[src/sv/dst_pkg.sv]
`timescale 1ns / 1ps

package dst_pkg;

	// Phase codes, also driven on the phase field
	typedef enum logic [1:0] {
		MODE_WAIT  = 2'd0,
		MODE_SPIN  = 2'd1,
		MODE_THROW = 2'd2,
		MODE_SLEEP = 2'd3
	} dst_mode_t;

	// Configuration register indexes
	typedef enum logic [1:0] {
		CFG_IDLE_TIMEOUT = 2'd0,
		CFG_CLICK_BEEP   = 2'd1,
		CFG_FINAL_BEEP   = 2'd2,
		CFG_STOP_BASE    = 2'd3
	} dst_cfg_idx_t;

	localparam int DIV_W   = 16;
	localparam int DIV_CNT_W = $clog2(DIV_W);

	localparam logic [15:0] SEED_RESET      = 16'd1000;
	localparam logic [15:0] IDLE_TIMEOUT_RST = 16'd10000;
	localparam logic [4:0]  CLICK_BEEP_RST  = 5'd3;
	localparam logic [4:0]  FINAL_BEEP_RST  = 5'd20;
	localparam logic [8:0]  STOP_BASE_RST   = 9'd250;
	localparam logic [2:0]  FACE_COUNT      = 3'd6;
	localparam logic [10:0] START_DELAY     = 11'd68;
	localparam logic [15:0] HOLD_CAP        = 16'd1023;
	localparam logic [4:0]  BEEP_MAX        = 5'd31;

	typedef struct packed {
		logic [15:0] idle_timeout;
		logic [4:0]  click_beep_ticks;
		logic [4:0]  final_beep_ticks;
		logic [8:0]  stop_base;
	} dst_cfg_t;

	typedef struct packed {
		logic [6:0] led_pattern;
		logic       beeper;
		logic       sleeping;
		logic [1:0] phase;
	} dst_result_t;

	typedef struct packed {
		logic             start;
		logic [DIV_W-1:0] dividend;
		logic [2:0]       divisor;
	} dst_div_req_t;

	typedef struct packed {
		logic             done;
		logic [DIV_W-1:0] quot;
	} dst_div_rsp_t;

	function automatic logic [6:0] face_dots(input logic [2:0] idx);
		logic [6:0] d;
		case (idx)
			3'd0:    d = 7'h08;
			3'd1:    d = 7'h41;
			3'd2:    d = 7'h2A;
			3'd3:    d = 7'h63;
			3'd4:    d = 7'h6B;
			3'd5:    d = 7'h77;
			default: d = 7'h08;
		endcase
		return d;
	endfunction

	function automatic logic [6:0] spin_dots(input logic [2:0] idx);
		logic [6:0] d;
		case (idx)
			3'd0:    d = 7'h03;
			3'd1:    d = 7'h12;
			3'd2:    d = 7'h50;
			3'd3:    d = 7'h60;
			3'd4:    d = 7'h24;
			3'd5:    d = 7'h05;
			default: d = 7'h03;
		endcase
		return d;
	endfunction

	// Remainder by six: fold base-4 digits for the remainder by three, then pick
	// the one of r and r + 3 whose parity matches the low bit
	function automatic logic [2:0] mod6(input logic [15:0] x);
		logic [4:0] s;
		logic [2:0] t;
		logic [2:0] u;
		logic [2:0] r3;
		s = '0;
		for (int i = 0; i < 8; i++)
			s = s + {3'd0, x[2*i +: 2]};
		t  = {1'b0, s[1:0]} + {1'b0, s[3:2]} + {2'd0, s[4]};
		u  = {1'b0, t[1:0]} + {2'd0, t[2]};
		r3 = (u >= 3'd3) ? u - 3'd3 : u;
		return (r3[0] == x[0]) ? r3 : r3 + 3'd3;
	endfunction

endpackage

[src/sv/dst_if.sv]
`timescale 1ns / 1ps

interface dst_tick_if;
	logic valid;
	logic ready;
	logic button;
	modport source (output valid, output button, input ready);
	modport sink   (input valid, input button, output ready);
endinterface

interface dst_res_if;
	logic       valid;
	logic       ready;
	logic [6:0] led_pattern;
	logic       beeper;
	logic       sleeping;
	logic [1:0] phase;
	modport source (output valid, output led_pattern, output beeper, output sleeping,
		output phase, input ready);
	modport sink   (input valid, input led_pattern, input beeper, input sleeping,
		input phase, output ready);
endinterface

interface dst_cfg_if;
	logic        valid;
	logic        ready;
	logic [1:0]  index;
	logic [15:0] data;
	modport source (output valid, output index, output data, input ready);
	modport sink   (input valid, input index, input data, output ready);
endinterface

[src/sv/dst_div.sv]
`timescale 1ns / 1ps

module dst_div (
	input  logic                  clk,
	input  logic                  arst_n,
	input  dst_pkg::dst_div_req_t req,
	output dst_pkg::dst_div_rsp_t rsp
);
	import dst_pkg::*;

	logic                 busy_q;
	logic                 done_q;
	logic [DIV_CNT_W-1:0] cnt_q;
	logic [DIV_W-1:0]     num_q;
	logic [2:0]           rem_q;
	logic [2:0]           den_q;

	logic [3:0] trial;
	logic       ge;
	logic [3:0] trial_sub;

	// one quotient bit per cycle, restoring
	assign trial     = {rem_q, num_q[DIV_W-1]};
	assign ge        = trial >= {1'b0, den_q};
	assign trial_sub = trial - {1'b0, den_q};

	always_ff @(posedge clk or negedge arst_n) begin
		if (!arst_n) begin
			busy_q <= 1'b0;
			done_q <= 1'b0;
			cnt_q  <= '0;
		end else begin
			done_q <= 1'b0;
			if (req.start) begin
				busy_q <= 1'b1;
				cnt_q  <= '0;
			end else if (busy_q) begin
				cnt_q <= cnt_q + 1'b1;
				if (cnt_q == DIV_CNT_W'(DIV_W - 1)) begin
					busy_q <= 1'b0;
					done_q <= 1'b1;
				end
			end
		end
	end

	always_ff @(posedge clk) begin
		if (req.start) begin
			num_q <= req.dividend;
			den_q <= req.divisor;
			rem_q <= '0;
		end else if (busy_q) begin
			num_q <= {num_q[DIV_W-2:0], ge};
			rem_q <= ge ? trial_sub[2:0] : trial[2:0];
		end
	end

	assign rsp.done = done_q;
	assign rsp.quot = num_q;

endmodule

[src/sv/dst_ctrl.sv]
`timescale 1ns / 1ps

module dst_ctrl (
	input  logic                  clk,
	input  logic                  arst_n,
	input  dst_pkg::dst_cfg_t     cfg,
	input  logic                  in_valid,
	input  logic                  button,
	output logic                  in_ready,
	output logic                  res_valid,
	input  logic                  res_room,
	output dst_pkg::dst_result_t  res,
	output dst_pkg::dst_div_req_t div_req,
	input  dst_pkg::dst_div_rsp_t div_rsp
);
	import dst_pkg::*;

	typedef enum logic [1:0] {
		ST_IDLE,
		ST_STEP,
		ST_STEP_DIV,
		ST_OUT
	} state_t;

	state_t      state_q;
	dst_mode_t   mode_q;
	logic [15:0] seed_q;
	logic [15:0] last_seed_q;
	logic [15:0] idle_q;
	logic [2:0]  face_q;
	logic [10:0] step_q;
	logic [9:0]  stop_q;
	logic [2:0]  slow_q;
	logic [10:0] wait_q;
	logic [4:0]  beep_q;
	logic [6:0]  shown_q;
	logic              div_start_q;
	logic [DIV_W-1:0]  div_num_q;
	logic [2:0]        div_den_q;

	logic [2:0]  face_mod;
	logic [2:0]  face_next;
	logic [10:0] wait_next;
	logic [15:0] idle_next;
	logic [15:0] hold_raw;
	logic [5:0]  hold_div16;
	logic [5:0]  beep_sum;
	logic [10:0] step_next;

	assign face_mod   = (face_q >= FACE_COUNT) ? face_q - FACE_COUNT : face_q;
	assign face_next  = (face_mod == FACE_COUNT - 3'd1) ? 3'd0 : face_mod + 3'd1;
	assign wait_next  = (wait_q != '0) ? wait_q - 11'd1 : wait_q;
	assign idle_next  = idle_q + 16'd1;
	assign hold_raw   = seed_q - last_seed_q;
	assign hold_div16 = (hold_raw > HOLD_CAP) ? HOLD_CAP[9:4] : hold_raw[9:4];
	assign beep_sum   = {1'b0, beep_q} + {1'b0, cfg.final_beep_ticks};
	assign step_next  = step_q + 11'd3 + div_rsp.quot[10:0];

	always_ff @(posedge clk or negedge arst_n) begin
		if (!arst_n) begin
			state_q     <= ST_IDLE;
			mode_q      <= MODE_WAIT;
			seed_q      <= SEED_RESET;
			last_seed_q <= '0;
			idle_q      <= '0;
			face_q      <= '0;
			step_q      <= '0;
			stop_q      <= '0;
			slow_q      <= 3'd1;
			wait_q      <= '0;
			beep_q      <= '0;
			shown_q     <= '0;
			div_start_q <= 1'b0;
			div_num_q   <= '0;
			div_den_q   <= 3'd1;
		end else begin
			div_start_q <= 1'b0;
			case (state_q)
				ST_IDLE: begin
					if (in_valid) begin
						if (button) begin
							if (mode_q == MODE_THROW)
								last_seed_q <= seed_q;
							shown_q <= spin_dots(mod6({5'd0, seed_q[15:5]}));
							seed_q  <= seed_q + 16'd1;
							mode_q  <= MODE_SPIN;
							idle_q  <= '0;
							state_q <= ST_OUT;
						end else begin
							case (mode_q)
								MODE_SPIN: begin
									face_q  <= mod6(seed_q);
									stop_q  <= {1'b0, cfg.stop_base} + {1'b0, seed_q[6:0], 2'b00};
									step_q  <= START_DELAY - {5'd0, hold_div16};
									slow_q  <= mod6({2'd0, seed_q[15:2]}) + 3'd1;
									mode_q  <= MODE_THROW;
									state_q <= ST_STEP;
								end
								MODE_THROW: begin
									wait_q <= wait_next;
									if (wait_next == '0) begin
										shown_q <= face_dots(face_mod);
										beep_q  <= cfg.click_beep_ticks;
										face_q  <= face_next;
										state_q <= ST_STEP;
									end else begin
										state_q <= ST_OUT;
									end
								end
								MODE_WAIT: begin
									if (idle_next >= cfg.idle_timeout) begin
										shown_q <= '0;
										beep_q  <= '0;
										idle_q  <= '0;
										mode_q  <= MODE_SLEEP;
									end else begin
										idle_q <= idle_next;
									end
									state_q <= ST_OUT;
								end
								default: begin
									shown_q <= '0;
									state_q <= ST_OUT;
								end
							endcase
						end
					end
				end
				ST_STEP: begin
					if (step_q < {1'b0, stop_q}) begin
						div_start_q <= 1'b1;
						div_num_q   <= {5'd0, step_q};
						div_den_q   <= (slow_q == '0) ? 3'd1 : slow_q;
						state_q     <= ST_STEP_DIV;
					end else begin
						// throw over: long beep, back to waiting
						beep_q      <= (beep_sum > {1'b0, BEEP_MAX}) ? BEEP_MAX : beep_sum[4:0];
						last_seed_q <= seed_q;
						idle_q      <= '0;
						mode_q      <= MODE_WAIT;
						state_q     <= ST_OUT;
					end
				end
				ST_STEP_DIV: begin
					if (div_rsp.done) begin
						step_q  <= step_next;
						wait_q  <= step_next;
						state_q <= ST_OUT;
					end
				end
				ST_OUT: begin
					// hold until the output register frees up
					if (res_room) begin
						if (beep_q != '0)
							beep_q <= beep_q - 5'd1;
						state_q <= ST_IDLE;
					end
				end
				default: state_q <= ST_IDLE;
			endcase
		end
	end

	assign in_ready        = (state_q == ST_IDLE);
	assign res_valid       = (state_q == ST_OUT);
	assign res.led_pattern = shown_q;
	assign res.beeper      = (beep_q != '0);
	assign res.sleeping    = (mode_q == MODE_SLEEP);
	assign res.phase       = mode_q;

	assign div_req.start    = div_start_q;
	assign div_req.dividend = div_num_q;
	assign div_req.divisor  = div_den_q;

endmodule

[src/sv/dice_spin_throw_controller.sv]
`timescale 1ns / 1ps

// channel   dir  payload                                   accepted when
// tick      in   button                                    tick.valid & tick.ready
// result    out  led_pattern, beeper, sleeping, phase      result.valid & result.ready
// cfg       in   index (2 b), data (16 b)                  cfg.valid & cfg.ready
//
// One tick word at a time. The release tick and a throw tick that loads a new delay
// go through the step state and one pass of the 16-step divider over the slowdown
// divisor. A tick ending a throw only passes the step state; other ticks skip it.
// The result register lets the next tick in while a result word is still pending;
// a full register that is not being read holds the block in its output state.
// arst_n resets all but the result and divider data registers; cfg is always ready.
module dice_spin_throw_controller (
	input logic      clk,
	input logic      arst_n,
	dst_tick_if.sink  tick,
	dst_res_if.source result,
	dst_cfg_if.sink   cfg
);
	import dst_pkg::*;

	dst_cfg_t     cfg_q;
	dst_result_t  res_c;
	dst_result_t  out_q;
	logic         out_valid_q;
	logic         res_valid;
	logic         res_room;
	dst_div_req_t div_req;
	dst_div_rsp_t div_rsp;

	assign cfg.ready = 1'b1;

	always_ff @(posedge clk or negedge arst_n) begin
		if (!arst_n) begin
			cfg_q.idle_timeout     <= IDLE_TIMEOUT_RST;
			cfg_q.click_beep_ticks <= CLICK_BEEP_RST;
			cfg_q.final_beep_ticks <= FINAL_BEEP_RST;
			cfg_q.stop_base        <= STOP_BASE_RST;
		end else if (cfg.valid) begin
			case (cfg.index)
				CFG_IDLE_TIMEOUT: cfg_q.idle_timeout     <= cfg.data;
				CFG_CLICK_BEEP:   cfg_q.click_beep_ticks <= cfg.data[4:0];
				CFG_FINAL_BEEP:   cfg_q.final_beep_ticks <= cfg.data[4:0];
				CFG_STOP_BASE:    cfg_q.stop_base        <= cfg.data[8:0];
				default: ;
			endcase
		end
	end

	assign res_room = !out_valid_q || result.ready;

	always_ff @(posedge clk or negedge arst_n) begin
		if (!arst_n) begin
			out_valid_q <= 1'b0;
		end else if (res_valid && res_room) begin
			out_valid_q <= 1'b1;
		end else if (result.ready) begin
			out_valid_q <= 1'b0;
		end
	end

	always_ff @(posedge clk) begin
		if (res_valid && res_room)
			out_q <= res_c;
	end

	assign result.valid       = out_valid_q;
	assign result.led_pattern = out_q.led_pattern;
	assign result.beeper      = out_q.beeper;
	assign result.sleeping    = out_q.sleeping;
	assign result.phase       = out_q.phase;

	dst_ctrl u_ctrl (
		.clk       (clk),
		.arst_n    (arst_n),
		.cfg       (cfg_q),
		.in_valid  (tick.valid),
		.button    (tick.button),
		.in_ready  (tick.ready),
		.res_valid (res_valid),
		.res_room  (res_room),
		.res       (res_c),
		.div_req   (div_req),
		.div_rsp   (div_rsp)
	);

	dst_div u_div (
		.clk    (clk),
		.arst_n (arst_n),
		.req    (div_req),
		.rsp    (div_rsp)
	);

endmodule

[src/flat_wrapper.sv]
// flat-port wrapper written by rule: the top's interface ports become plain ports
module dice_spin_throw_controller_flat import dst_pkg::*;
  (clk, arst_n, tick_valid, tick_button, tick_ready, result_valid, result_led_pattern, result_beeper, result_sleeping, result_phase, result_ready, cfg_valid, cfg_index, cfg_data, cfg_ready);
  dst_tick_if tick_i ();
  dst_res_if result_i ();
  dst_cfg_if cfg_i ();
  input logic clk;
  input logic arst_n;
  input wire logic [$bits(tick_i.valid)-1:0] tick_valid;
  input wire logic [$bits(tick_i.button)-1:0] tick_button;
  output wire logic [$bits(tick_i.ready)-1:0] tick_ready;
  output wire logic [$bits(result_i.valid)-1:0] result_valid;
  output wire logic [$bits(result_i.led_pattern)-1:0] result_led_pattern;
  output wire logic [$bits(result_i.beeper)-1:0] result_beeper;
  output wire logic [$bits(result_i.sleeping)-1:0] result_sleeping;
  output wire logic [$bits(result_i.phase)-1:0] result_phase;
  input wire logic [$bits(result_i.ready)-1:0] result_ready;
  input wire logic [$bits(cfg_i.valid)-1:0] cfg_valid;
  input wire logic [$bits(cfg_i.index)-1:0] cfg_index;
  input wire logic [$bits(cfg_i.data)-1:0] cfg_data;
  output wire logic [$bits(cfg_i.ready)-1:0] cfg_ready;
  assign tick_i.valid = tick_valid;
  assign tick_i.button = tick_button;
  assign tick_ready = tick_i.ready;
  assign result_valid = result_i.valid;
  assign result_led_pattern = result_i.led_pattern;
  assign result_beeper = result_i.beeper;
  assign result_sleeping = result_i.sleeping;
  assign result_phase = result_i.phase;
  assign result_i.ready = result_ready;
  assign cfg_i.valid = cfg_valid;
  assign cfg_i.index = cfg_index;
  assign cfg_i.data = cfg_data;
  assign cfg_ready = cfg_i.ready;
  dice_spin_throw_controller u_core (.clk(clk), .arst_n(arst_n), .tick(tick_i), .result(result_i), .cfg(cfg_i));
endmodule
[config.mk]
export PLATFORM = sky130hd
export DESIGN_NAME = dice_spin_throw_controller_flat
export DESIGN_NICKNAME = d
export VERILOG_FILES = /design/src/sv/dst_pkg.sv /design/src/sv/dst_if.sv /design/src/sv/dst_div.sv /design/src/sv/dst_ctrl.sv /design/src/sv/dice_spin_throw_controller.sv /design/src/flat_wrapper.sv
export SDC_FILE = /design/constraint.sdc
export NUM_CORES = 1
export LEC_CHECK = 0
export ABC_CLOCK_PERIOD_IN_PS = 9600
export BUFFER_PORTS_ARGS = -buffer_cell sky130_fd_sc_hd__buf_4
export CORE_MARGIN = 2
export CORE_UTILIZATION = 60
export CTS_BUF_LIST = sky130_fd_sc_hd__clkbuf_8
export DETAILED_ROUTE_END_ITERATION = 8
export PLACE_DENSITY_LB_ADDON = 0.08
export SETUP_SLACK_MARGIN = 0.1
export SYNTH_ARGS = -nofsm -noshare
export SYNTH_HDL_FRONTEND = slang
export SYNTH_SLANG_ARGS = --single-unit
[constraint.sdc]
create_clock -name clk -period 9.6 [get_ports clk]
set_input_delay 1.92 -clock clk [delete_from_list [all_inputs] [get_ports clk]]
set_output_delay 1.92 -clock clk [all_outputs]
set_load 0.05 [all_outputs]
==> results.tsv, run 1 <==
metric	value	unit
crit_type	register to register	
routed_wl	26700	um
synth_edf_count	30	
cts_resized	0	
clockBufferDepth	2	
dp_cells	1581	
cts-root-buf	clkbuf_8	
status	finished clean	
io_pins	38	
syn-num-nets	1489	
ys_types	73	
wl_per_cell	16.5	um
overflow	0	
drc_errors	0	
grt_max_degree	89	
fin_crit_sh	69.9	%
synthesis.area	12800	um2
cts_buffers	17	
ys_warn_count	0	
cp.required	10.00	ns
finClkSkew	0.0182	ns
antennaDiodeCount	0	
hold_viol_final	0	
critPathCaptureType	register	
globalplace.congestion	0.857	
via_per_inst	5.68	
die-area	22500	um2
htreeDepth	4	
layout.cells.non_filler	1613	
syn_to_final_growth	6.76	%
yosysSeqAreaShare	38.8	%
max_cap_viol_count	0	
fillerInstances	1770	
fp.coreArea	21000	um2
tightestPinTransition	1.08	ns
clk_pin_slew_worst_paths	0.09	ns
nets	1503	
max-slew-margin-rel	27.6	%
final_antenna_net_count	0	
fin_crit	6.71	ns
grt_pass1_vias	9237	
fin_setup_tns	0	ns
startpoint_type	register	
port_buffers	36	
dr.pass1.iters	5	
postSynthAreaPerCell	9.76	um2
finalSetupViolations	0	
place_ws	2.91	ns
vias	9154	
fmax	0.149	GHz
synthCells	1311	
slew_violations	0	
fp-row-count	53	
layout-drive-gt1-share	11.4	%
drt_iter0_drc	587	
clock_latency	0.47	ns
track_usage	25.4	%
antenna_found_initial	0	
crit_fanout	14	
die_h	150	um
dp_hpwl	20100	um
synth_flop_cell	dfrtp_1	
initial_core_util	61.1	%
setup_ws	2.89	ns
min_path_type	register to register	
cts_hold_buf	0	
critPathArrivalTime	7.10	ns
async_reset_ff_share	82.8	%
clkSinkCount	192	
grt_pass1_wl	45500	um
dieWidth	150	um
postCtsSetupBuffers	0	
synth_seq_cells	192	
cts_tree	built	
grt_setup_unrepaired	no	
[layer usage]
metal,track usage (%),vias to the layer above,routed length (um)
met1,35.3,4439,12600
met3,3.17,39,700
met5,0,-,0
li1,-,4532,-
met4,7.83,0,601
met2,41.7,144,12700
[final cells by class]
| class | count | area (um2) | area share (%) |
|---|---|---|---|
| Clock buffer | 20 | 275 | 2.02 |
| Tap cell | 275 | 344 | 2.52 |
| Timing Repair Buffer | 39 | 297 | 2.17 |
| Clock inverter | 12 | 121 | 0.888 |
| Multi-Input combinational cell | 932 | 7120 | 52.1 |
| Inverter | 143 | 537 | 3.93 |
| Sequential cell | 192 | 4970 | 36.4 |
[cells in the final DEF, fill, tap and decap left out, types with 7 or more instances in the layout]
cell type  Yosys  final
a211o_1        7      7
a21o_1        29     29
a21oi_1       57     57
a31oi_1       11     11
and3_1        16     16
buf_4          1     38
clkbuf_8       0     20
dfrtp_1      136    136
dfstp_2       23     23
edfxtp_1      30     30
fa_1          41     41
ha_1         113    113
inv_1        143    144
mux2_2        42     42
mux2i_1       18     18
nand2_1      150    150
nand2b_1       8      8
nand3_1       38     38
nand4_1        9      9
nor2_1        70     70
nor2b_1       15     15
nor3_1        12     12
o211ai_1      13     13
o21a_1         9      9
o21ai_0       89     88
o31ai_1       10     10
or3_1          8      8
xnor2_1       50     50
xor2_1        27     27
[path summary, 6_finish.rpt]
| path | depth (start not counted) | from | to | slack [ns] |
|---|---|---|---|---|
| worst max-delay path | 23 | u_core.u_ctrl.seed_q[5]$_DFFE_PN1P_ | u_core.u_ctrl.face_q[1]$_DFFE_PN0P_ | 2.89 |
| worst min-delay path | 0 | u_core.u_ctrl.div_den_q[1]$_DFFE_PN0P_ | u_core.u_div.den_q[1]$_DFFE_PP_ | 0.45 |
| worst max register to register | 23 | u_core.u_ctrl.seed_q[5]$_DFFE_PN1P_ | u_core.u_ctrl.face_q[1]$_DFFE_PN0P_ | 2.89 |
| worst min register to register | 0 | u_core.u_ctrl.div_den_q[1]$_DFFE_PN0P_ | u_core.u_div.den_q[1]$_DFFE_PP_ | 0.45 |
| max in group asynchronous | 2 | arst_n | u_core.u_ctrl.shown_q[1]$_DFFE_PN0P_ | 6.62 |
| min in group asynchronous | 1 | arst_n | u_core.u_ctrl.wait_q[8]$_DFFE_PN0P_ | 1.52 |
[cells by family after synthesis]
| logic type | after synthesis | synth area share, % |
|---|---|---|
| compound gates | 276 | 14.0 |
| xor+xnor | 77 | 5.27 |
| fa+ha+maj | 154 | 17.5 |
| buf+inv | 187 | 5.58 |
| flops | 192 | 38.8 |
| mux | 66 | 5.81 |
| other cells | 1 | 0.0293 |
| simple gates | 358 | 13.0 |
[state kept, by name, summed over array words and instances, names as in the netlist, 4 cells and up]
register	count
u_core.u_ctrl.shown_q	7
u_core.u_ctrl.beep_q	5
u_core.u_ctrl.last_seed_q	16
u_core.result.led_pattern	7
u_core.u_ctrl.wait_q	11
u_core.u_div.cnt_q	4
u_core.u_ctrl.idle_q	16
u_core.u_ctrl.div_num_q	11
u_core.u_ctrl.step_q	11
u_core.u_ctrl.seed_q	16
u_core.u_ctrl.stop_q	10
u_core.cfg_q	35
u_core.u_div.num_q	16
[synth_stat cells, types with 15 or more instances]
library cell,count,share of area [%]
fa_1,41,6.4
dfstp_2,23,4.7
clkbuf_1,40,1.2
edfxtp_1,30,7.0
nor2b_1,15,0.73
mux2_2,42,3.7
xnor2_1,50,3.4
nand2_1,150,4.4
nand3_1,38,1.5
xor2_1,27,1.8
o21ai_0,89,3.5
mux2i_1,18,1.4
ha_1,113,11
a21oi_1,57,2.2
inv_1,143,4.2
and3_1,16,0.78
a21o_1,29,1.7
dfrtp_1,136,27
nor2_1,70,2.1
[stage by stage]
stage | area, um2 | hold WS, ns | utilization (%)
floorplan | 12800 | 0.425 | -
global placement | 13300 | 0.430 | 63.3
detailed placement | 13300 | 0.430 | 63.3
CTS | 13700 | 0.454 | 65.2
global route | 13700 | 0.464 | 65.2
finish | 13700 | 0.454 | 65.2
[critical path, cell delays in order, from the launching register on]
cell and delay [ns]:
dfstp_2 0.73, inv_1 0.18, fa_1 0.51, inv_1 0.06, fa_1 0.54, inv_1 0.07
fa_1 0.55, inv_1 0.06, fa_1 0.47, ha_1 0.24, fa_1 0.48, inv_1 0.05
fa_1 0.41, fa_1 0.38, inv_1 0.07, ha_1 0.27, fa_1 0.44, xnor2_1 0.25
ha_1 0.28, inv_1 0.05, nor2_1 0.04, a211o_1 0.27, a21oi_1 0.12, a211o_1 0.12
Power of run 1 is not shown: default switching activity piles up to over one toggle a cycle in this logic, so the estimate is an artifact.
==> run 2, diff against run 1 <==
Settings changed: ABC_CLOCK_PERIOD_IN_PS 9600 to 5690, CORE_UTILIZATION 60 to 59.
Clock period 9.6 ns to 5.69 ns, I/O delays scaled along.
==> run 2 against run 1 <==
  * The run now ends with setup timing left
  * Worst hold slack improved by 0.0069 ns
  * Flip-flop and latch count did not move
  * Clock-buffer cell count fell by 3
  * Core utilization rose by 2.6 points
  * Critical path depth fell by 2
  * Setup slack got worse by 3.3 ns
  * Wire length rose by 4.7%
  * Via count rose by 3.1%
==> results.tsv, run 2 (same netlist as run 1, synthesis figures left out) <==
metric	value	unit	change
status	finished, violations left		
violations	setup timing		
dp_hpwl	20400	um	+1.7%
wl_per_cell	16.8	um	+1.8%
crit_slowest_cell	dfstp_2		
clockBufferDepth	2		unchanged
antennaDiodeCount	0		unchanged
hold_viol_final	0		unchanged
layout.cells.non_filler	1660		+2.9%
fin_crit	6.08	ns	-0.628 ns
layout-drive-gt1-share	18.8	%	+7.3 points
holdCritStartpoint	u_core.u_ctrl.div_den_q[1]$_DFFE_PN0P_		
cp.required	6.09	ns	-3.91 ns
top_usage_layer	met2		
dieWidth	151	um	+0.82%
r2r_start	u_core.u_ctrl.seed_q[5]$_DFFE_PN1P_		
grt_pass1_wl	45500	um	+0.14%
slowest_delay	0.60	ns	-0.13 ns
finClkSkew	0.0230	ns	+0.00482 ns
met1_usage	35.0	%	-0.25 points
grt_pass1_vias	9177		-0.65%
max_cap_viol_count	0		unchanged
clkSinkCount	192		unchanged
min_path_type	register to register		
holdPathStages	0		unchanged
die-area	22900	um2	+1.7%
setup_ws	-0.391	ns	-3.28 ns
top_register	u_core.cfg_q		
reg2reg_depth	21		-8.7%
die_h	151	um	+0.82%
tightestPinTransition	1.07	ns	-0.00619 ns
port_buffers	36		unchanged
worstReg2RegEnd	u_core.u_ctrl.face_q[2]$_DFFE_PN0P_		
cts-root-buf	clkbuf_8		
routed_wl	27900	um	+4.7%
drt_iter0_drc	519		-12%
io_pins	38		unchanged
met3_usage	3.58	%	+0.41 points
final_antenna_net_count	0		unchanged
crit_chain	inv_4, fa_1, inv_2, fa_1, inv_2, fa_1, inv_2, fa_1, ha_2, fa_1, inv_2, fa_2, fa_2, inv_2, fa_2, mux2i_4, ha_2, or3_4, a21oi_2, a21oi_2, o21ai_1		
htreeDepth	4		unchanged
fin_crit_sh	107	%	+37 points
final_common_cell	nand2_1		
reg2reg_slack	-0.39	ns	-3.28 ns
dr.pass1.iters	5		unchanged
holdWs	0.461	ns	+0.00691 ns
finalSetupViolations	2		+2
vias	9439		+3.1%
mostFrequentLayoutCells	nand2_1, dfrtp_1, inv_1, ha_1, o21ai_0		
max-slew-margin-rel	28.7	%	+1.1 points
cts_hold_buf	0		unchanged
via_per_inst	5.69		+0.19%
crit_family	adder cells		
largest_register_ff_count	35		unchanged
slew_violations	0		unchanged
fp-row-count	53		unchanged
finish.instance_area	14300	um2	+5.0%
overflow	0		unchanged
dp_cells	1615		+2.2%
crit_fanout	2		-12
fin_util	67.8	%	+2.6 points
startpoint_type	register		
clock_latency	0.49	ns	+0.02 ns
met2_usage	41.8	%	about the same
grt_max_degree	94		+5.6%
drc_errors	0		unchanged
syn_to_final_growth	12.1	%	
fp.coreArea	21200	um2	+0.95%
track_usage	25.4	%	about the same
clk_pin_slew_worst_paths	0.10	ns	about the same
cts_buffers	17		unchanged
cts_tree	built		
crit_type	register to register		
fmax	0.164	GHz	+10%
nets	1550		+3.1%
globalplace.congestion	0.840		-1.9%
initial_core_util	60.5	%	-0.57 points
grt_setup_unrepaired	yes		
antenna_found_initial	0		unchanged
critPathArrivalTime	6.48	ns	-0.62 ns
critPathCaptureType	register		
path_buf_inv	6		-1
min_to	u_core.u_div.den_q[1]$_DFFE_PP_		
dpl_cell_area	13600	um2	+2.3%
-- run 2: repair_timing --
action / in CTS / in global routing
buffers inserted: 5 / 8
gates resized for setup: 9 / 65
pin swaps: 11 / 30
cloned: 0 / 0
endpoints found under the setup margin: 10 / 10
-- run 2: layout make-up --
cell class	count	area, um2
Fill cell	1677	6810
Tap cell	275	344
Clock inverter	15	151
Sequential cell	192	4970
Inverter	143	539
Clock buffer	17	234
Timing Repair Buffer	86	701
Multi-Input combinational cell	932	7400
-- run 2: through the flow --
stage	setup WS (ns)	TNS (ns)
2_1_floorplan	-0.356	-0.694
3_3_place_gp	-0.252	-0.540
3_5_place_dp	-0.409	-1.30
4_1_cts	-0.398	-0.972
5_1_grt	-0.553	-1.69
6_report	-0.391	-0.759
-- run 2: worst max path at each step --
stage | slack, ns | startpoint | cells after the start | to
after floorplan | -0.36 | u_core.u_ctrl.seed_q[5]$_DFFE_PN1P_ | 24 | u_core.u_ctrl.face_q[1]$_DFFE_PN0P_
after global placement | -0.25 | u_core.u_ctrl.seed_q[3]$_DFFE_PN1P_ | 23 | u_core.u_ctrl.face_q[1]$_DFFE_PN0P_
after detailed placement | -0.41 | u_core.u_ctrl.seed_q[3]$_DFFE_PN1P_ | 22 | u_core.u_ctrl.face_q[2]$_DFFE_PN0P_
after CTS | -0.40 | u_core.u_ctrl.seed_q[5]$_DFFE_PN1P_ | 22 | u_core.u_ctrl.face_q[2]$_DFFE_PN0P_
after global routing | -0.55 | u_core.u_ctrl.seed_q[5]$_DFFE_PN1P_ | 22 | u_core.u_ctrl.face_q[1]$_DFFE_PN0P_
final | -0.39 | u_core.u_ctrl.seed_q[5]$_DFFE_PN1P_ | 21 | u_core.u_ctrl.face_q[2]$_DFFE_PN0P_
-- run 2: worst register-to-register path, stage by stage (launching register included) --
cell and delay, ns:
dfstp_2 0.60, inv_4 0.04, fa_1 0.51, inv_2 0.05, fa_1 0.49, inv_2 0.04, fa_1 0.52, inv_2 0.05
fa_1 0.45, ha_2 0.20, fa_1 0.49, inv_2 0.04, fa_2 0.36, fa_2 0.57, inv_2 0.05, fa_2 0.58
mux2i_4 0.08, ha_2 0.18, or3_4 0.38, a21oi_2 0.13, a21oi_2 0.05, o21ai_1 0.15
-- run 2: metal layers --
layer / share of wire, % / vias up
met3: 3.9 / 38
met2: 48 / 173
met5: 0 / -
li1: - / 4626
met1: 46 / 4602
met4: 2.1 / 0
Power of run 2 is left out for the same reason.
==> run 3, diff against run 2 <==
Settings changed: ABC_CLOCK_PERIOD_IN_PS 5690 to 5200.
Clock period 5.69 ns to 5.2 ns, I/O delays scaled along.
==> run 3 against run 2 <==
  * The flow still finishes with violations (setup timing)
  * Worst hold slack lost 0.012 ns
  * Setup slack lost 0.36 ns
  * Flip-flop and latch count is the same
  * Clock skew increased by 0.0062 ns
  * Sequential share of layout area fell by 0.27 points
  * Maximum frequency is 2.1% higher
  * Non-clock buffer count increased by 8
  * Critical path type unchanged
  * Largest cell class unchanged
  * Highest routed layer unchanged
==> results.tsv, run 3 (same netlist as run 1, synthesis figures left out) <==
metric	value	unit	change
status	finished, violations left		
violations	setup timing		
topRoutingLayerUsed	met4		
critPathArrivalTime	6.33	ns	-0.15 ns
met2_length	13200	um	-1.8%
fin_crit_sh	115	%	+7.7 points
top_register	u_core.cfg_q		
overflow	0		unchanged
max_cap_viol_count	0		unchanged
grt_max_degree	89		-5.3%
fin_setup_tns	-4.57	ns	-3.81 ns
cp.required	5.57	ns	-0.52 ns
die-area	22900	um2	unchanged
hold_viol_final	0		unchanged
slowest_delay	0.56	ns	-0.04 ns
grt_pass1_vias	9119		-0.63%
htreeDepth	4		unchanged
clock_latency	0.49	ns	about the same
fp-row-count	53		unchanged
io_pins	38		unchanged
r2r_start	u_core.u_ctrl.seed_q[3]$_DFFE_PN1P_		
crit_slowest_cell	dfstp_2		
setup_ws	-0.755	ns	-0.365 ns
initial_core_util	60.5	%	unchanged
fin_crit	5.96	ns	-0.125 ns
largest_register_ff_count	35		unchanged
track_usage	24.9	%	-0.47 points
fmax	0.168	GHz	+2.1%
crit_type	register to register		
globalplace.congestion	0.854		+1.7%
fillerInstances	1678		+0.060%
cpMostUsedCell	fa_1		
clkSinkCount	192		unchanged
wl_met1	12900	um	+0.48%
startpoint_type	register		
dr.pass1.iters	5		unchanged
dp_hpwl	20400	um	about the same
clockBufferDepth	2		unchanged
wl_met3	915	um	-15%
antennaDiodeCount	0		unchanged
final_antenna_net_count	0		unchanged
min_path_type	register to register		
fp.coreArea	21200	um2	unchanged
die_h	151	um	unchanged
cts_buffers	17		unchanged
max-slew-margin-rel	35.3	%	+6.7 points
drt_iter0_drc	493		-5.0%
final_common_cell	nand2_1		
vias	9390		-0.52%
grt_setup_unrepaired	yes		
wl_per_cell	16.5	um	-1.8%
port_buffers	36		unchanged
cts-root-buf	clkbuf_8		
finClkSkew	0.0292	ns	+0.00620 ns
clk_pin_slew_worst_paths	0.12	ns	+0.02 ns
routed_wl	27600	um	-1.3%
via_per_inst	5.63		-1.0%
cts_tree	built		
nets	1558		+0.52%
crit_family	adder cells		
path_buf_inv	7		+1
crit_chain	inv_2, fa_1, inv_1, fa_1, inv_1, fa_1, inv_2, fa_1, ha_2, fa_1, inv_2, fa_2, fa_2, inv_2, ha_4, fa_2, mux2i_2, ha_2, inv_1, nor2_1, a211o_1, a21oi_1, a211o_1		
antenna_found_initial	0		unchanged
place_ws	-0.851	ns	-0.442 ns
setup.worst_path.start	u_core.u_ctrl.seed_q[3]$_DFFE_PN1P_		
drc_errors	0		unchanged
dieWidth	151	um	unchanged
syn_to_final_growth	12.9	%	
crit_fanout	2		unchanged
layout-drive-gt1-share	19.8	%	+1.0 points
tightestPinTransition	0.970	ns	-0.100 ns
finalSetupViolations	10		+8
mostFrequentLayoutCells	nand2_1, dfrtp_1, inv_1, ha_1, buf_4		
holdCritStartpoint	u_core.u_ctrl.shown_q[3]$_DFFE_PN0P_		
grt_pass1_wl	44900	um	-1.3%
slew_violations	0		unchanged
critPathCaptureType	register		
run 3: cell count changes in the layout (fill, tap and decap cells not counted), moves of 2 or more:
cell,before,now
buf_4,77,84
ha_4,6,4
nor3_2,2,0
ha_1,102,104
fa_1,32,29
fa_2,9,12
inv_1,128,126
run 3: final timing paths:
kind | end | slack [ns] | cells after the start
setup reg to reg | u_core.u_ctrl.face_q[1]$_DFFE_PN0P_ | -0.76 | 23
setup / recovery | u_core.u_ctrl.face_q[1]$_DFFE_PN0P_ | -0.76 | 23
min in group asynchronous | u_core.u_ctrl.wait_q[8]$_DFFE_PN0P_ | 0.52 | 1
hold reg to reg | u_core.result.led_pattern[3]$_DFFE_PP_ | 0.45 | 0
max in group asynchronous | u_core.u_ctrl.seed_q[7]$_DFFE_PN1P_ | 3.70 | 2
hold / removal | u_core.result.led_pattern[3]$_DFFE_PP_ | 0.45 | 0
run 3: metrics by stage:
step | utilization (%) | hold WS, ns | std cells | cell area [um2]
CTS | 67.5 | 0.451 | 1664 | 14300
global route | 68.3 | 0.458 | 1668 | 14500
finish | 68.3 | 0.449 | 1668 | 14500
detailed placement | 64.7 | 0.435 | 1623 | 13700
global placement | 64.7 | 0.430 | 1623 | 13700
floorplan | - | 0.425 | 1311 | 12900
run 3: area by class of cell:
type | count | area (um2) | area share, %
well taps | 275 | 344 | 2.38
clock inverters | 14 | 169 | 1.17
flip-flops and latches | 192 | 4970 | 34.4
clock buffers | 18 | 248 | 1.71
repair buffers | 94 | 769 | 5.32
multi-input cells | 932 | 7410 | 51.3
inverters | 143 | 542 | 3.75
run 3: worst reg2reg max path, cell delays in order, from the launching register on:
cell     delay [ns]
dfstp_2        0.56
inv_2          0.05
fa_1           0.51
inv_1          0.05
fa_1           0.47
inv_1          0.05
fa_1           0.49
inv_2          0.04
fa_1           0.45
ha_2           0.21
fa_1           0.50
inv_2          0.05
fa_2           0.38
fa_2           0.34
inv_2          0.07
ha_4           0.20
fa_2           0.54
mux2i_2        0.07
ha_2           0.31
inv_1          0.03
nor2_1         0.09
a211o_1        0.11
a21oi_1        0.06
a211o_1        0.23
run 3: what timing repair did:
action	CTS	global route
pin swaps	13	18
setup endpoints to repair	10	10
resized for setup	35	34
hold buffers	0	0
setup buffers	9	5
run 3: layer usage:
metal  up-vias  GRT usage [%]
li1       4643              -
met1      4543           33.8
met2       169           41.3
met3        35           3.58
met4         0           7.76
met5         -              0
Power of run 3 is left out for the same reason.
